## config.mk

```make
export PLATFORM = sky130hd
export DESIGN_NAME = three_channel_line_detector_unit
export DESIGN_NICKNAME = d
export VERILOG_FILES = /design/src/rtl/tcld_pkg.sv /design/src/rtl/tcld_win.sv /design/src/rtl/tcld_div.sv /design/src/rtl/three_channel_line_detector_unit.sv
export SDC_FILE = /design/constraint.sdc
export NUM_CORES = 1
export LEC_CHECK = 0
export ABC_AREA = 0
export BUFFER_PORTS_ARGS = -buffer_cell sky130_fd_sc_hd__buf_2
export CAP_MARGIN = 20
export CORE_MARGIN = 4
export CORE_UTILIZATION = 55
export DETAILED_ROUTE_END_ITERATION = 10
export MAX_ROUTING_LAYER = met4
export PLACE_DENSITY = 0.84
export SLEW_MARGIN = 15
export SYNTH_ARGS = -nofsm -noshare
export SYNTH_HDL_FRONTEND = slang
export SYNTH_SLANG_ARGS = --single-unit
```

## constraint.sdc

```tcl
create_clock -name i_clk -period 3.47 [get_ports i_clk]
set_input_delay 0.1735 -clock i_clk [delete_from_list [all_inputs] [get_ports i_clk]]
set_output_delay 0.1735 -clock i_clk [all_outputs]
set_load 0.01 [all_outputs]
```

## src/rtl/tcld_pkg.sv

```systemverilog
// Types and constants of the three-channel line detector.
package tcld_pkg;

    localparam int SAMPLE_W   = 10;
    localparam int SAMPLE_MAX = (1 << SAMPLE_W) - 1;
    localparam int NUM_CH     = 3;
    localparam int CH_W       = 2;
    localparam int LEVEL_W    = 8;

    localparam logic [CH_W-1:0]     LAST_CH   = 2'd2;
    localparam logic [LEVEL_W-1:0]  LEVEL_MAX = 8'd255;

    localparam logic [SAMPLE_W-1:0] THRESHOLD_RESET = 10'd1015;
    localparam logic [LEVEL_W-1:0]  STABLE_RESET    = 8'd7;

    // configuration register indexes
    localparam logic CFG_THRESHOLD = 1'b0;
    localparam logic CFG_STABLE    = 1'b1;

    localparam int IN_DATA_W  = 32;
    localparam int OUT_DATA_W = 40;

    typedef enum logic [2:0] {
        ST_IDLE,
        ST_READ,
        ST_SUM,
        ST_DIV,
        ST_DEB,
        ST_DONE
    } t_state;

endpackage

```

## src/rtl/tcld_win.sv

```systemverilog
// Window sample memory shared by the three channels.
module tcld_win #(
    parameter int DEPTH  = 9,
    parameter int ADDR_W = 4
) (
    input  logic                          i_clk,
    input  logic [ADDR_W-1:0]             i_addr,
    input  logic                          i_re,
    input  logic                          i_we,
    input  logic [tcld_pkg::SAMPLE_W-1:0] i_wdata,
    output logic [tcld_pkg::SAMPLE_W-1:0] o_rdata
);
    import tcld_pkg::*;

    logic [SAMPLE_W-1:0] r_mem [DEPTH];
    logic [SAMPLE_W-1:0] r_rdata;

    always_ff @(posedge i_clk) begin
        if (i_we) begin
            r_mem[i_addr] <= i_wdata;
        end
        if (i_re) begin
            r_rdata <= r_mem[i_addr];
        end
    end

    assign o_rdata = r_rdata;

endmodule

```

## src/rtl/tcld_div.sv

```systemverilog
// Restoring divider, one quotient bit per cycle.
module tcld_div #(
    parameter int SUM_W = 12,
    parameter int DIV_W = 2
) (
    input  logic             i_clk,
    input  logic             i_rst_n,
    input  logic             i_start,
    input  logic [SUM_W-1:0] i_dividend,
    input  logic [DIV_W-1:0] i_divisor,
    output logic [SUM_W-1:0] o_quotient,
    output logic             o_done
);
    import tcld_pkg::*;

    localparam int CNT_W = $clog2(SUM_W + 1);

    logic [DIV_W-1:0] r_rem;
    logic [SUM_W-1:0] r_quo;
    logic [CNT_W-1:0] r_cnt;
    logic             r_busy;
    logic             r_done;

    logic [DIV_W:0]   w_shift;
    logic [DIV_W:0]   w_diff;
    logic             w_ge;

    assign w_shift = {r_rem, r_quo[SUM_W-1]};
    assign w_ge    = w_shift >= {1'b0, i_divisor};
    assign w_diff  = w_shift - {1'b0, i_divisor};

    always_ff @(posedge i_clk) begin
        if (!i_rst_n) begin
            r_busy <= 1'b0;
            r_done <= 1'b0;
            r_cnt  <= '0;
        end else begin
            r_done <= 1'b0;
            if (i_start) begin
                r_busy <= 1'b1;
                r_cnt  <= CNT_W'(SUM_W);
            end else if (r_busy) begin
                r_cnt <= r_cnt - CNT_W'(1);
                if (r_cnt == CNT_W'(1)) begin
                    r_busy <= 1'b0;
                    r_done <= 1'b1;
                end
            end
        end
    end

    // remainder stays below the divisor, so it fits DIV_W bits
    always_ff @(posedge i_clk) begin
        if (i_start) begin
            r_rem <= '0;
            r_quo <= i_dividend;
        end else if (r_busy) begin
            r_rem <= w_ge ? w_diff[DIV_W-1:0] : w_shift[DIV_W-1:0];
            r_quo <= {r_quo[SUM_W-2:0], w_ge};
        end
    end

    assign o_quotient = r_quo;
    assign o_done     = r_done;

endmodule

```

## src/rtl/three_channel_line_detector_unit.sv

```systemverilog
// Three-channel line detector: moving averages, threshold and debounce counter.
//
// Each input beat carries one 10-bit sample per channel (left, middle, right).
// The channels are handled one after another through a single window memory
// and a single restoring divider that yields one quotient bit per cycle. Each
// channel takes a memory read, a sum update and a divider run over SUM_W bits,
// SUM_W being the running-sum width ($clog2(WINDOW_LENGTH*1023+1)); after the
// last channel the debounce counter is updated and the result register loaded
// once the output is free. The next beat can be taken in the cycle after that
// load at the earliest. s_axis_tready is high only while the block is idle.
// The result sits in an output register, so the next beat is taken while a
// finished result still waits on m_axis_tready. The
// window memory needs no clearing after reset: slots are filled in order and a
// slot read before the window has filled counts as zero. Registers
// (i_cfg_index): 0 detect threshold, 1 stable count; write only while idle.
module three_channel_line_detector_unit #(
    parameter int WINDOW_LENGTH = 3
) (
    input  logic                            i_clk,
    input  logic                            i_rst_n,
    input  logic                            s_axis_tvalid,
    output logic                            s_axis_tready,
    // sample_left [9:0], sample_middle [19:10], sample_right [29:20], zero fill
    input  logic [tcld_pkg::IN_DATA_W-1:0]  s_axis_tdata,
    output logic                            m_axis_tvalid,
    input  logic                            m_axis_tready,
    // average_left [9:0], average_middle [19:10], average_right [29:20],
    // line_now [30], line_stable [31], debounce_level [39:32]
    output logic [tcld_pkg::OUT_DATA_W-1:0] m_axis_tdata,
    input  logic                            i_cfg_we,
    input  logic                            i_cfg_index,
    input  logic [tcld_pkg::SAMPLE_W-1:0]   i_cfg_data
);
    import tcld_pkg::*;

    localparam int SUM_W  = $clog2(WINDOW_LENGTH * SAMPLE_MAX + 1);
    localparam int DIV_W  = $clog2(WINDOW_LENGTH + 1);
    localparam int SLOT_W = (WINDOW_LENGTH > 1) ? $clog2(WINDOW_LENGTH) : 1;
    localparam int DEPTH  = NUM_CH * WINDOW_LENGTH;
    localparam int ADDR_W = $clog2(DEPTH);

    t_state r_state, n_state;

    logic [CH_W-1:0]     r_ch;
    logic [SAMPLE_W-1:0] r_samp [NUM_CH];
    logic [SUM_W-1:0]    r_sum  [NUM_CH];
    logic [SAMPLE_W-1:0] r_avg  [NUM_CH];
    logic                r_now;
    logic [LEVEL_W-1:0]  r_level;
    logic [SLOT_W-1:0]   r_slot;
    logic                r_full;
    logic [DIV_W-1:0]    r_n;
    logic [SAMPLE_W-1:0] r_thr;
    logic [LEVEL_W-1:0]  r_req;
    logic                r_ovalid;
    logic [OUT_DATA_W-1:0] r_odata;

    logic                c_accept;
    logic                c_mem_re;
    logic                c_sum;
    logic                c_div_take;
    logic                c_deb;
    logic                c_load_out;

    logic [ADDR_W-1:0]   w_addr;
    logic [SAMPLE_W-1:0] w_rdata;
    logic [SAMPLE_W-1:0] w_old;
    logic [SUM_W-1:0]    w_new_sum;
    logic [SUM_W-1:0]    w_quo;
    logic [SAMPLE_W-1:0] w_avg;
    logic                w_div_done;
    logic                w_out_free;

    assign w_out_free = !r_ovalid || m_axis_tready;
    assign w_addr     = ADDR_W'(r_ch * WINDOW_LENGTH + r_slot);
    // slot not yet written before the window fills
    assign w_old      = r_full ? w_rdata : '0;
    assign w_new_sum  = r_sum[r_ch] - SUM_W'(w_old) + SUM_W'(r_samp[r_ch]);
    assign w_avg      = w_quo[SAMPLE_W-1:0];

    tcld_win #(
        .DEPTH  (DEPTH),
        .ADDR_W (ADDR_W)
    ) u_win (
        .i_clk   (i_clk),
        .i_addr  (w_addr),
        .i_re    (c_mem_re),
        .i_we    (c_sum),
        .i_wdata (r_samp[r_ch]),
        .o_rdata (w_rdata)
    );

    tcld_div #(
        .SUM_W (SUM_W),
        .DIV_W (DIV_W)
    ) u_div (
        .i_clk      (i_clk),
        .i_rst_n    (i_rst_n),
        .i_start    (c_sum),
        .i_dividend (w_new_sum),
        .i_divisor  (r_n),
        .o_quotient (w_quo),
        .o_done     (w_div_done)
    );

    always_comb begin
        n_state = r_state;
        unique case (r_state)
            ST_IDLE: if (s_axis_tvalid) n_state = ST_READ;
            ST_READ: n_state = ST_SUM;
            ST_SUM:  n_state = ST_DIV;
            ST_DIV: begin
                if (w_div_done) begin
                    n_state = (r_ch == LAST_CH) ? ST_DEB : ST_READ;
                end
            end
            ST_DEB:  n_state = ST_DONE;
            ST_DONE: if (w_out_free) n_state = ST_IDLE;
            default: n_state = ST_IDLE;
        endcase
    end

    always_comb begin
        s_axis_tready = 1'b0;
        c_mem_re      = 1'b0;
        c_sum         = 1'b0;
        c_div_take    = 1'b0;
        c_deb         = 1'b0;
        c_load_out    = 1'b0;
        unique case (r_state)
            ST_IDLE: s_axis_tready = 1'b1;
            ST_READ: c_mem_re      = 1'b1;
            ST_SUM:  c_sum         = 1'b1;
            ST_DIV:  c_div_take    = w_div_done;
            ST_DEB:  c_deb         = 1'b1;
            ST_DONE: c_load_out    = w_out_free;
            default: s_axis_tready = 1'b0;
        endcase
    end

    assign c_accept = s_axis_tvalid && s_axis_tready;

    always_ff @(posedge i_clk) begin
        if (!i_rst_n) begin
            r_state  <= ST_IDLE;
            r_ch     <= '0;
            r_slot   <= '0;
            r_full   <= 1'b0;
            r_level  <= '0;
            r_now    <= 1'b0;
            r_thr    <= THRESHOLD_RESET;
            r_req    <= STABLE_RESET;
            r_ovalid <= 1'b0;
            for (int c = 0; c < NUM_CH; c++) begin
                r_sum[c] <= '0;
            end
        end else begin
            r_state <= n_state;

            if (i_cfg_we) begin
                unique case (i_cfg_index)
                    CFG_THRESHOLD: r_thr <= i_cfg_data;
                    CFG_STABLE:    r_req <= i_cfg_data[LEVEL_W-1:0];
                    default:       r_thr <= r_thr;
                endcase
            end

            if (c_accept) begin
                r_ch  <= '0;
                r_now <= 1'b0;
            end

            if (c_sum) begin
                r_sum[r_ch] <= w_new_sum;
            end

            if (c_div_take) begin
                if (w_avg > r_thr) begin
                    r_now <= 1'b1;
                end
                if (r_ch != LAST_CH) begin
                    r_ch <= r_ch + CH_W'(1);
                end
            end

            if (c_deb) begin
                if (r_slot == SLOT_W'(WINDOW_LENGTH - 1)) begin
                    r_slot <= '0;
                    r_full <= 1'b1;
                end else begin
                    r_slot <= r_slot + SLOT_W'(1);
                end
                if (r_now) begin
                    if (r_level != LEVEL_MAX) r_level <= r_level + LEVEL_W'(1);
                end else begin
                    if (r_level != '0) r_level <= r_level - LEVEL_W'(1);
                end
            end

            if (c_load_out) begin
                r_ovalid <= 1'b1;
            end else if (m_axis_tready) begin
                r_ovalid <= 1'b0;
            end
        end
    end

    // payload registers
    always_ff @(posedge i_clk) begin
        if (c_accept) begin
            r_samp[0] <= s_axis_tdata[SAMPLE_W-1:0];
            r_samp[1] <= s_axis_tdata[2*SAMPLE_W-1:SAMPLE_W];
            r_samp[2] <= s_axis_tdata[3*SAMPLE_W-1:2*SAMPLE_W];
            r_n       <= r_full ? DIV_W'(WINDOW_LENGTH) : DIV_W'(r_slot) + DIV_W'(1);
        end
        if (c_div_take) begin
            r_avg[r_ch] <= w_avg;
        end
        if (c_load_out) begin
            r_odata <= {r_level, (r_level >= r_req), r_now, r_avg[2], r_avg[1], r_avg[0]};
        end
    end

    assign m_axis_tvalid = r_ovalid;
    assign m_axis_tdata  = r_odata;

endmodule

```

# After elaboration in Yosys (flattened, before gate mapping)
# Memories as Yosys holds them, arrays and structs flattened. A register that Yosys moved wholly into a read port is not among the register bits.
# Index checks and enable logic that the tools add are counted.
[totals]
mem_count = 4
reg_bits = 98
ram_bits = 186
word_cells = 114
output_inout_bits = 42
inputBits = 48
[classes]
mul = 1
magnitude_cmp = 3
add_sub_neg = 9
n_bitwise = 3
n_reduce_logical = 16
eq_ne = 14
n_mux = 47
[memory_table]
columns = ["name", "words", "word_bits", "read_ports", "rd_ports_with_merged_regs", "wr", "line_no", "source"]
rows = [
  ["u_win.r_mem", 9, 10, 1, 1, 1, "tcld_win.sv:15", "logic [SAMPLE_W-1:0] r_mem [DEPTH];"],
  ["r_sum", 3, 12, 1, 1, 3, "three_channel_line_detector_unit.sv:46", "logic [SUM_W-1:0] r_sum [NUM_CH];"],
  ["r_avg", 3, 10, 3, 3, 1, "three_channel_line_detector_unit.sv:47", "logic [SAMPLE_W-1:0] r_avg [NUM_CH];"],
  ["r_samp", 3, 10, 1, 1, 3, "three_channel_line_detector_unit.sv:45", "logic [SAMPLE_W-1:0] r_samp [NUM_CH];"],
]
[op_table]
columns = ["op", "n"]
rows = [
  ["12-bit two-way mux", 3],
  ["1-bit two-way mux", 25],
  ["8-bit two-way mux", 3],
  ["3-bit one-hot mux with 6 select lines", 1],
  ["2-bit two-way mux", 8],
  ["12-bit by 10-bit adder with 12-bit output", 1],
  ["3-bit two-way mux", 4],
  ["12-bit OR reduction", 1],
  ["12-bit by 10-bit subtractor with 12-bit output", 1],
  ["10-bit greater-than comparator", 1],
  ["10-bit two-way mux", 1],
  ["8-bit by 1-bit adder with 8-bit output, second input constant", 1],
  ["8-bit greater-or-equal comparator", 1],
  ["4-bit two-way mux", 2],
  ["8-bit != test, second input constant", 1],
  ["8-bit nonzero test", 1],
  ["8-bit by 1-bit subtractor with 8-bit output, second input constant", 1],
  ["3-bit by 2-bit equality test with 1-bit output, second input constant", 2],
  ["3-bit equality test, second input constant", 2],
  ["2-bit != test, second input constant", 3],
  ["2-bit AND reduction", 3],
  ["3-bit AND reduction", 2],
  ["2-bit nonzero test", 3],
  ["2-bit by 1-bit adder with 2-bit output, second input constant", 2],
  ["16 further kinds", 20],
]

# Longest topological paths before layout
# Gate-level depths: netlist (run 1).
[depth]
ltp_word = 7
depth_mapped = 14
depth_no_buf = 12

# Cells and area by module
# From an unflattened synthesis (run 1), not the netlist that was laid out.
[unflattened]
cells_unflattened = 975
area_unflattened_um2 = 13541.7
[by_module_without_submodules]
columns = ["module", "cells_each", "instances", "area_each_um2", "seq_area_each_um2"]
rows = [
  ["three_channel_line_detector_unit", 685, 1, 8664.6, 5225.0],
  ["tcld_win", 215, 1, 3915.0, 3002.9],
  ["tcld_div", 75, 1, 962.2, 520.5],
]

# Least setup slack after synthesis (run 1)
# OpenSTA, ideal clock, no wires.
[synth_timing]
path_kind = "register to register"
startpoint = "reg r_ch[0]"
endpoint = "mem u_win.r_mem[0][0], enable pin"
n_path_buf = 1
t_required_ns = 3.066
path_stages_with_launch = 8
synth_period_minus_slack_ns = 3.672
setup_ns = 0.404
slack_ns = -0.202
t_arrival_ns = 3.268
cell_sequence = "dfxtp_1 > fa_1 > ha_1 > inv_1 > fa_1 > buf_1 > nand2_1 > nor4_1"
[synth_between]
elab_chain_cells = 2
[synth_rtl]
columns = ["item", "line_no", "source"]
rows = [
  ["start, declared", "three_channel_line_detector_unit.sv:44", "logic [CH_W-1:0] r_ch;"],
  ["start signal, assigned", "three_channel_line_detector_unit.sv:182", "r_ch <= r_ch + CH_W'(1);"],
  ["2-bit by 2-bit multiplier with 4-bit output", "three_channel_line_detector_unit.sv:75", "assign w_addr = ADDR_W'(r_ch * WINDOW_LENGTH + r_slot);"],
  ["4-bit by 2-bit adder with 4-bit output", "three_channel_line_detector_unit.sv:75", ""],
  ["end, declared", "tcld_win.sv:15", ""],
]
# No other way between the ends.

==> insert_results.sql, run 1 <==
INSERT INTO impl_metrics (metric_group, metric, value, unit) VALUES
('pwr', 'power.leakage', '5.97', 'nW'),
('synth', 'post_synth_main_area_contributors', 'edfxtp_1 (59%), dfxtp_1 (6.7%), mux4_2 (5.4%)', ''),
('clock_tree', 'cts_num_sinks', '306', ''),
('critical_path', 'rrSetupSlack', '0.14', 'ns'),
('layout', 'syn2layout_area_growth', '18.9', '%'),
('layout', 'final_core_utilization', '0.667', ''),
('clock_tree', 'clk_path_buf_depth', '3', ''),
('worst_hold_path', 'hold_critical_path_depth', '3', ''),
('timing', 'period_minus_slack', '3.33', 'ns'),
('placed_design', 'post_dp_cell_area', '0.0142', 'mm^2'),
('die', 'dieArea', '0.0266', 'mm^2'),
('layout', 'nets', '1210', ''),
('layout', 'drive_above_1_share', '0.197', ''),
('detailed_routing', 'drt_iter0_markers', '661', ''),
('global_route', 'vias_in_the_first_global_route', '7893', ''),
('detailed_routing', 'dr_total_vias', '8101', ''),
('clock_tree', 'ctsRootBufferMaster', 'clkbuf_16', ''),
('timing', 'achievable-frequency', '300', 'MHz'),
('critical_path', 'timing_worst_setup_path_type', 'reg -> reg', ''),
('run_status', 'status', 'finished clean', ''),
('detailed_routing', 'remaining_drc_errors', '0', ''),
('timing', 'min_period_over_period', '0.961', ''),
('layout', 'fin_area', '0.0157', 'mm^2'),
('critical_path', 'start_kind', 'flop', ''),
('clock_tree', 'cts_max_level', '1', ''),
('detailed_routing', 'ant_nets', '0', ''),
('critical_path', 'crit_arrival', '3.63', 'ns'),
('synth', 'synth_most_common_cell', 'edfxtp_1', ''),
('die', 'die-width', '163', 'um'),
('die', 'initial_utilization', '0.561', ''),
('pwr', 'vdd_drop_max', '440', 'uV'),
('critical_path', 'worstPathRequired', '3.76', 'ns'),
('synth', 'synthesis.area', '0.0132', 'mm^2'),
('synth', 'netlist_instances', '936', ''),
('global_route', 'globalRouteOverflowTotal', '0', ''),
('synth', 'post_synth.cell_area_avg', '14.1', 'um^2'),
('die', 'top_level_ports', '90', ''),
('critical_path', 'timing.critical_path.cells', 'buf_12 > mux4_2 > inv_1 > fa_1 > inv_2 > ha_1 > a211o_1 > a21oi_2 > a21oi_4 > a211oi_4 > xnor2_2 > nor2_1', ''),
('detailed_routing', 'drt_first_pass_iters', '5', ''),
('global_route', 'grt_first_pass_wirelength', '43.4', 'mm'),
('global_route', 'grt_start_max_net_pins', '41', ''),
('detailed_routing', 'via_per_inst', '5.61', ''),
('die', 'placeableCoreArea', '0.0236', 'mm^2'),
('placed_design', 'placed_cells', '1334', ''),
('synth', 'async_flop_share', '0', ''),
('timing', 'timing.final.setup_violations', '0', ''),
('critical_path', 'worstPathMaxFanout', '8', ''),
('synth', 'yosys.cell_types.count', '59', ''),
('critical_path', 'crit-reg2reg-capture', 'r_sum[1][11]', ''),
('placed_design', 'gp_congestion', '0.838', ''),
('die', 'floorplan.die.height', '163', 'um'),
('die', 'core_rows', '56', ''),
('clock_tree', 'cts_made_buffers', '31', ''),
('timing', 'maxSlewViolCount', '0', ''),
('global_route', 'track_usage', '0.215', ''),
('timing', 'unrepaired_setup_endpoints_after_global_routing', 'false', ''),
('clock_tree', 'clk-insertion-delay-late', '0.56', 'ns'),
('global_route', 'grt_antenna_before_repair', '1', ''),
('critical_path', 'slowest_delay', '0.48', 'ns'),
('synth', 'syn_nets', '1047', ''),
('placed_design', 'port_buffers', '87', ''),
('timing', 'hold_viol_final', '0', ''),
('clock_tree', 'tritoncts', 'done', ''),
('detailed_routing', 'finalWirelength', '28.3', 'mm'),
('critical_path', 'critical_path.startpoint', 'r_ch[0]', ''),
('worst_hold_path', 'min-delay-path-class', 'in -> reg', ''),
('critical_path', 'endpoint', 'r_sum[1][11]', ''),
('synth', 'yosysTopAreaCellShare', '0.594', ''),
('detailed_routing', 'drt-wirelength-per-cell', '19.6', 'um'),
('layout', 'multi_input_area', '0.00404', 'mm^2'),
('synth', 'synth.top_cells.by_count', 'edfxtp_1 (262), inv_1 (91), nand2_1 (76), nor2_1 (73), ha_1 (50)', '');
power by group:
part,switching [mW],leakage [nW],internal [mW]
registers,0.0831,2.78,4.16
logic,0.552,2.69,0.362
clock network,1.38,0.492,1.90
total,2.01,5.97,6.43
sequential cells by signal (all words and copies together) (netlist names):
signal	count
m_axis_tdata	40
m_axis_tvalid	1
r_avg	30
r_ch	2
r_full	1
r_level	8
r_n	2
r_now	1
r_req	8
r_samp	30
r_slot	2
r_state	3
r_sum	48
r_thr	10
u_div.o_done	1
u_div.o_quotient	12
u_div.r_busy	1
u_div.r_cnt	4
u_div.r_rem	2
u_win.o_rdata	10
u_win.r_mem	90
critical path: cells and delay by family (launching register included):
kind                       cells  cell delay, ns
and+or+nand+nor                1            0.09
muxes                          1            0.48
buffers and inverters          3            0.30
AOI/OAI and AO/OA              4            0.95
adders and majority gates      2            0.66
DFF                            1            0.38
xor gates and xnor gates       1            0.20
placed cells by master (no fill, tap or decap), drive strengths merged, types with 13 or more instances in the layout:
master / Yosys / layout
a21boi: 13 / 13
a21oi: 34 / 34
and2: 15 / 15
buf: 18 / 122
clkbuf: 19 / 43
dfxtp: 44 / 44
dlygate4sd3: 0 / 45
edfxtp: 262 / 262
fa: 13 / 13
ha: 50 / 50
inv: 91 / 93
mux2i: 27 / 27
mux4: 32 / 32
nand2: 76 / 76
nand3: 13 / 13
nor2: 74 / 74
nor3: 13 / 13
o21ai: 24 / 24
final cells by class:
type,instances,area share
diodes,1,0.000159
clock buffers,43,0.0553
clock inverters,14,0.00842
inverters,91,0.0217
multi-input cells,502,0.256
flip-flops and latches,306,0.556
well taps,319,0.0253
repair buffers,167,0.0769
worst min path at each step:
| stage | startpoint | to | slack [ns] |
|---|---|---|---|
| after floorplan | s_axis_tdata[0] | r_samp[0][0] | 0.27 |
| after CTS | i_cfg_index | r_thr[3] | 0.06 |
| after global routing | i_cfg_index | r_thr[4] | 0.01 |
| final | i_cfg_index | r_thr[4] | 0.001 |
| after global placement | s_axis_tdata[13] | r_samp[1][3] | 0.35 |
| after detailed placement | s_axis_tdata[9] | r_samp[0][9] | 0.35 |
cell families (layout without fill, tap and decap cells):
kind of cell | count (synthesis) | in the layout | share of synthesized area
AOI/OAI and AO/OA | 124 | 124 | 0.0619
xor gates and xnor gates | 17 | 17 | 0.0118
adders and majority gates | 63 | 63 | 0.0669
buffers and inverters | 128 | 315 | 0.0389
DFF | 306 | 306 | 0.661
muxes | 59 | 59 | 0.0748
other | 0 | 1 | 0
and+or+nand+nor | 239 | 239 | 0.0849
timing repair:
item | 4_1_cts | 5_1_grt
hold buffers | 45 | 0
resized for setup | 0 | 5
endpoints found under the hold margin | 52 | 0
setup endpoints to repair | 0 | 8
buffers inserted | 0 | 4
routing by layer:
metal  track usage  up-vias  wire length, um
met4        0.0579        0              814
met3        0.0245       62             1510
li1              -     3709                -
met5             -        -                0
met2         0.372      299            14700
met1         0.274     4031            11200
Note: power is estimated with default switching activity, not from simulation.
==> run 2, diff against run 1 <==
Settings changed: CORE_UTILIZATION 55 to 50, PLACE_DENSITY 0.84 to 0.79.
==> run 2 against run 1 <==
- cell count is 1.2% higher
- maximum frequency hardly changed
- sequential power barely moved
- critical path depth unchanged
- worst setup slack worse by 0.0032 ns
- flip-flop and latch count is the same
- sequential share of layout area decreased by 0.22 points
- cell area up 0.39%
- largest cell class unchanged
==> insert_results.sql, run 2 (same netlist as run 1, synthesis figures left out) <==
INSERT INTO impl_metrics (metric_group, metric, value, unit) VALUES
('timing', 'period_minus_slack', '3.34', 'ns'),
('critical_path', 'worstPathRequired', '3.77', 'ns'),
('pwr', 'power.leakage', '6.00', 'nW'),
('timing', 'min_period_over_period', '0.962', ''),
('timing', 'unrepaired_setup_endpoints_after_global_routing', 'false', ''),
('placed_design', 'gp_congestion', '0.831', ''),
('detailed_routing', 'dr_total_vias', '7957', ''),
('pwr', 'vdd_drop_max', '437', 'uV'),
('die', 'top_level_ports', '90', ''),
('detailed_routing', 'drt-wirelength-per-cell', '19.1', 'um'),
('placed_design', 'placed_cells', '1353', ''),
('clock_tree', 'tritoncts', 'done', ''),
('die', 'core_rows', '59', ''),
('worst_hold_path', 'min-delay-path-class', 'in -> reg', ''),
('layout', 'syn2layout_area_growth', '19.4', '%'),
('global_route', 'grt_antenna_before_repair', '0', ''),
('global_route', 'grt_util_met2', '0.343', ''),
('critical_path', 'crit_arrival', '3.64', 'ns'),
('global_route', 'grt_util_met1', '0.229', ''),
('detailed_routing', 'remaining_drc_errors', '0', ''),
('detailed_routing', 'drt_iter0_markers', '628', ''),
('timing', 'fin_setup_tns', '0', 'ns'),
('global_route', 'globalRouteOverflowTotal', '0', ''),
('critical_path', 'cpMostUsedCell', 'inv_1', ''),
('detailed_routing', 'drt_first_pass_iters', '5', ''),
('critical_path', 'start_kind', 'flop', ''),
('layout', 'layout_commonest_cell', 'edfxtp_1', ''),
('die', 'dieArea', '0.0292', 'mm^2'),
('layout', 'mostFrequentLayoutCells', 'edfxtp_1 (262), inv_1 (91), buf_2 (87), nand2_1 (76), nor2_1 (72)', ''),
('critical_path', 'worst_setup_end_kind', 'flop', ''),
('timing', 'timing.final.setup_violations', '0', ''),
('global_route', 'grt_first_pass_wirelength', '42.8', 'mm'),
('timing', 'maxSlewViolCount', '0', ''),
('critical_path', 'rrSetupSlack', '0.13', 'ns'),
('die', 'floorplan.die.height', '171', 'um'),
('placed_design', 'detailedPlacementHpwl', '17.3', 'mm'),
('detailed_routing', 'finalWirelength', '27.9', 'mm'),
('die', 'placeableCoreArea', '0.0261', 'mm^2'),
('clock_tree', 'cts_num_sinks', '306', ''),
('clock_tree', 'clk-insertion-delay-late', '0.56', 'ns'),
('clock_tree', 'clk_path_buf_depth', '3', ''),
('clock_tree', 'cts.reportedPaths.clkPinSlew', '0.06', 'ns'),
('critical_path', 'timing.critical_path.cells', 'buf_12 > mux4_2 > inv_1 > fa_1 > inv_1 > ha_1 > o21a_1 > a21oi_2 > a21oi_4 > a211oi_2 > xnor2_2 > nor2_1', ''),
('global_route', 'track_usage', '0.194', ''),
('clock_tree', 'cts_max_level', '1', ''),
('run_status', 'status', 'finished clean', ''),
('critical_path', 'timing_worst_setup_path_type', 'reg -> reg', ''),
('critical_path', 'slowest_delay', '0.56', 'ns'),
('layout', 'nets', '1212', ''),
('timing', 'worst_setup_skew_after_layout', '0.0241', 'ns'),
('global_route', 'vias_in_the_first_global_route', '7988', ''),
('global_route', 'top_usage_layer', 'met2', ''),
('timing', 'timing.hold.ws', '0.000222', 'ns'),
('timing', 'maxSlewHeadroom', '0.538', ''),
('layout', 'drive_above_1_share', '0.199', ''),
('layout', 'largest_register_ff_count', '90', ''),
('pwr', 'power.density', '544', 'mW/mm^2'),
('job', 'maxCapViolations', '0', ''),
('global_route', 'grt_start_max_net_pins', '43', ''),
('detailed_routing', 'ant_nets', '0', ''),
('detailed_routing', 'via_per_inst', '5.45', ''),
('die', 'initial_utilization', '0.508', ''),
('timing', 'timing_worst_slew_pin_value', '0.693', 'ns'),
('clock_tree', 'cts_made_buffers', '30', ''),
('global_route', 'grt_use_met3', '0.0254', ''),
('die', 'die-width', '171', 'um'),
('clock_tree', 'ctsRootBufferMaster', 'clkbuf_16', ''),
('layout', 'final-instance-count-excl-fill', '1461', ''),
('critical_path', 'critPathSlowestCell', 'mux4_2', ''),
('timing', 'hold_viol_final', '0', ''),
('placed_design', 'port_buffers', '87', ''),
('timing', 'achievable-frequency', '300', 'MHz'),
('critical_path', 'worstPathMaxFanout', '13', ''),
('layout', 'largest-register', 'u_win.r_mem', '');
## run 2: metal layers
metal	vias up	routed length (um)
met1	3870	10700
met4	0	1020
met2	288	14700
li1	3722	-
met3	77	1530
met5	-	0
## run 2: what timing repair did
item,CTS,global route
endpoints found under the setup margin,0,20
hold buffers,44,0
resized for setup,0,4
buffers inserted,0,5
hold endpoints to repair,50,0
## run 2: critical path: cells and delay by family (launching register included)
kind            cells  cell delay (ns)
fa+ha+maj           2             0.68
compound gates      4             0.81
buf+inv             3             0.33
simple gates        1             0.10
mux                 1             0.56
flops               1             0.39
xor+xnor            1             0.20
## run 2: power breakdown
group | internal [mW] | switching (mW) | total, mW
Combinational | 0.357 | 0.525 | 0.883
Sequential | 4.16 | 0.0858 | 4.25
Clock | 2.08 | 1.38 | 3.46
Total | 6.60 | 2.00 | 8.59
## run 2: path summary, 6_finish.rpt
| check | cells past startpoint | end | startpoint |
|---|---|---|---|
| worst min register to register | 0 | m_axis_tdata[19] | r_avg[1][9] |
| worst max-delay path | 12 | r_sum[1][11] | r_ch[0] |
| worst max register to register | 12 | r_sum[1][11] | r_ch[0] |
| worst min-delay path | 4 | r_thr[3] | i_cfg_index |
## run 2: per-stage QoR
step	power [mW]	area [um^2]	util	setup WS, ns
finish	8.59	15800	0.607	0.133
CTS	8.58	15700	0.603	0.101
floorplan	4.86	13200	-	-0.202
global placement	5.10	14200	0.546	0.159
detailed placement	5.14	14200	0.546	0.118
global route	8.92	15800	0.607	0.0122
## run 2: area by class of cell
type	instances	area (um^2)
clock inverters	19	260
inverters	91	342
clock buffers	37	797
flip-flops and latches	306	8750
fillers	1845	10300
diodes	1	2.50
multi-input cells	502	4030
repair buffers	170	1210
well taps	335	419
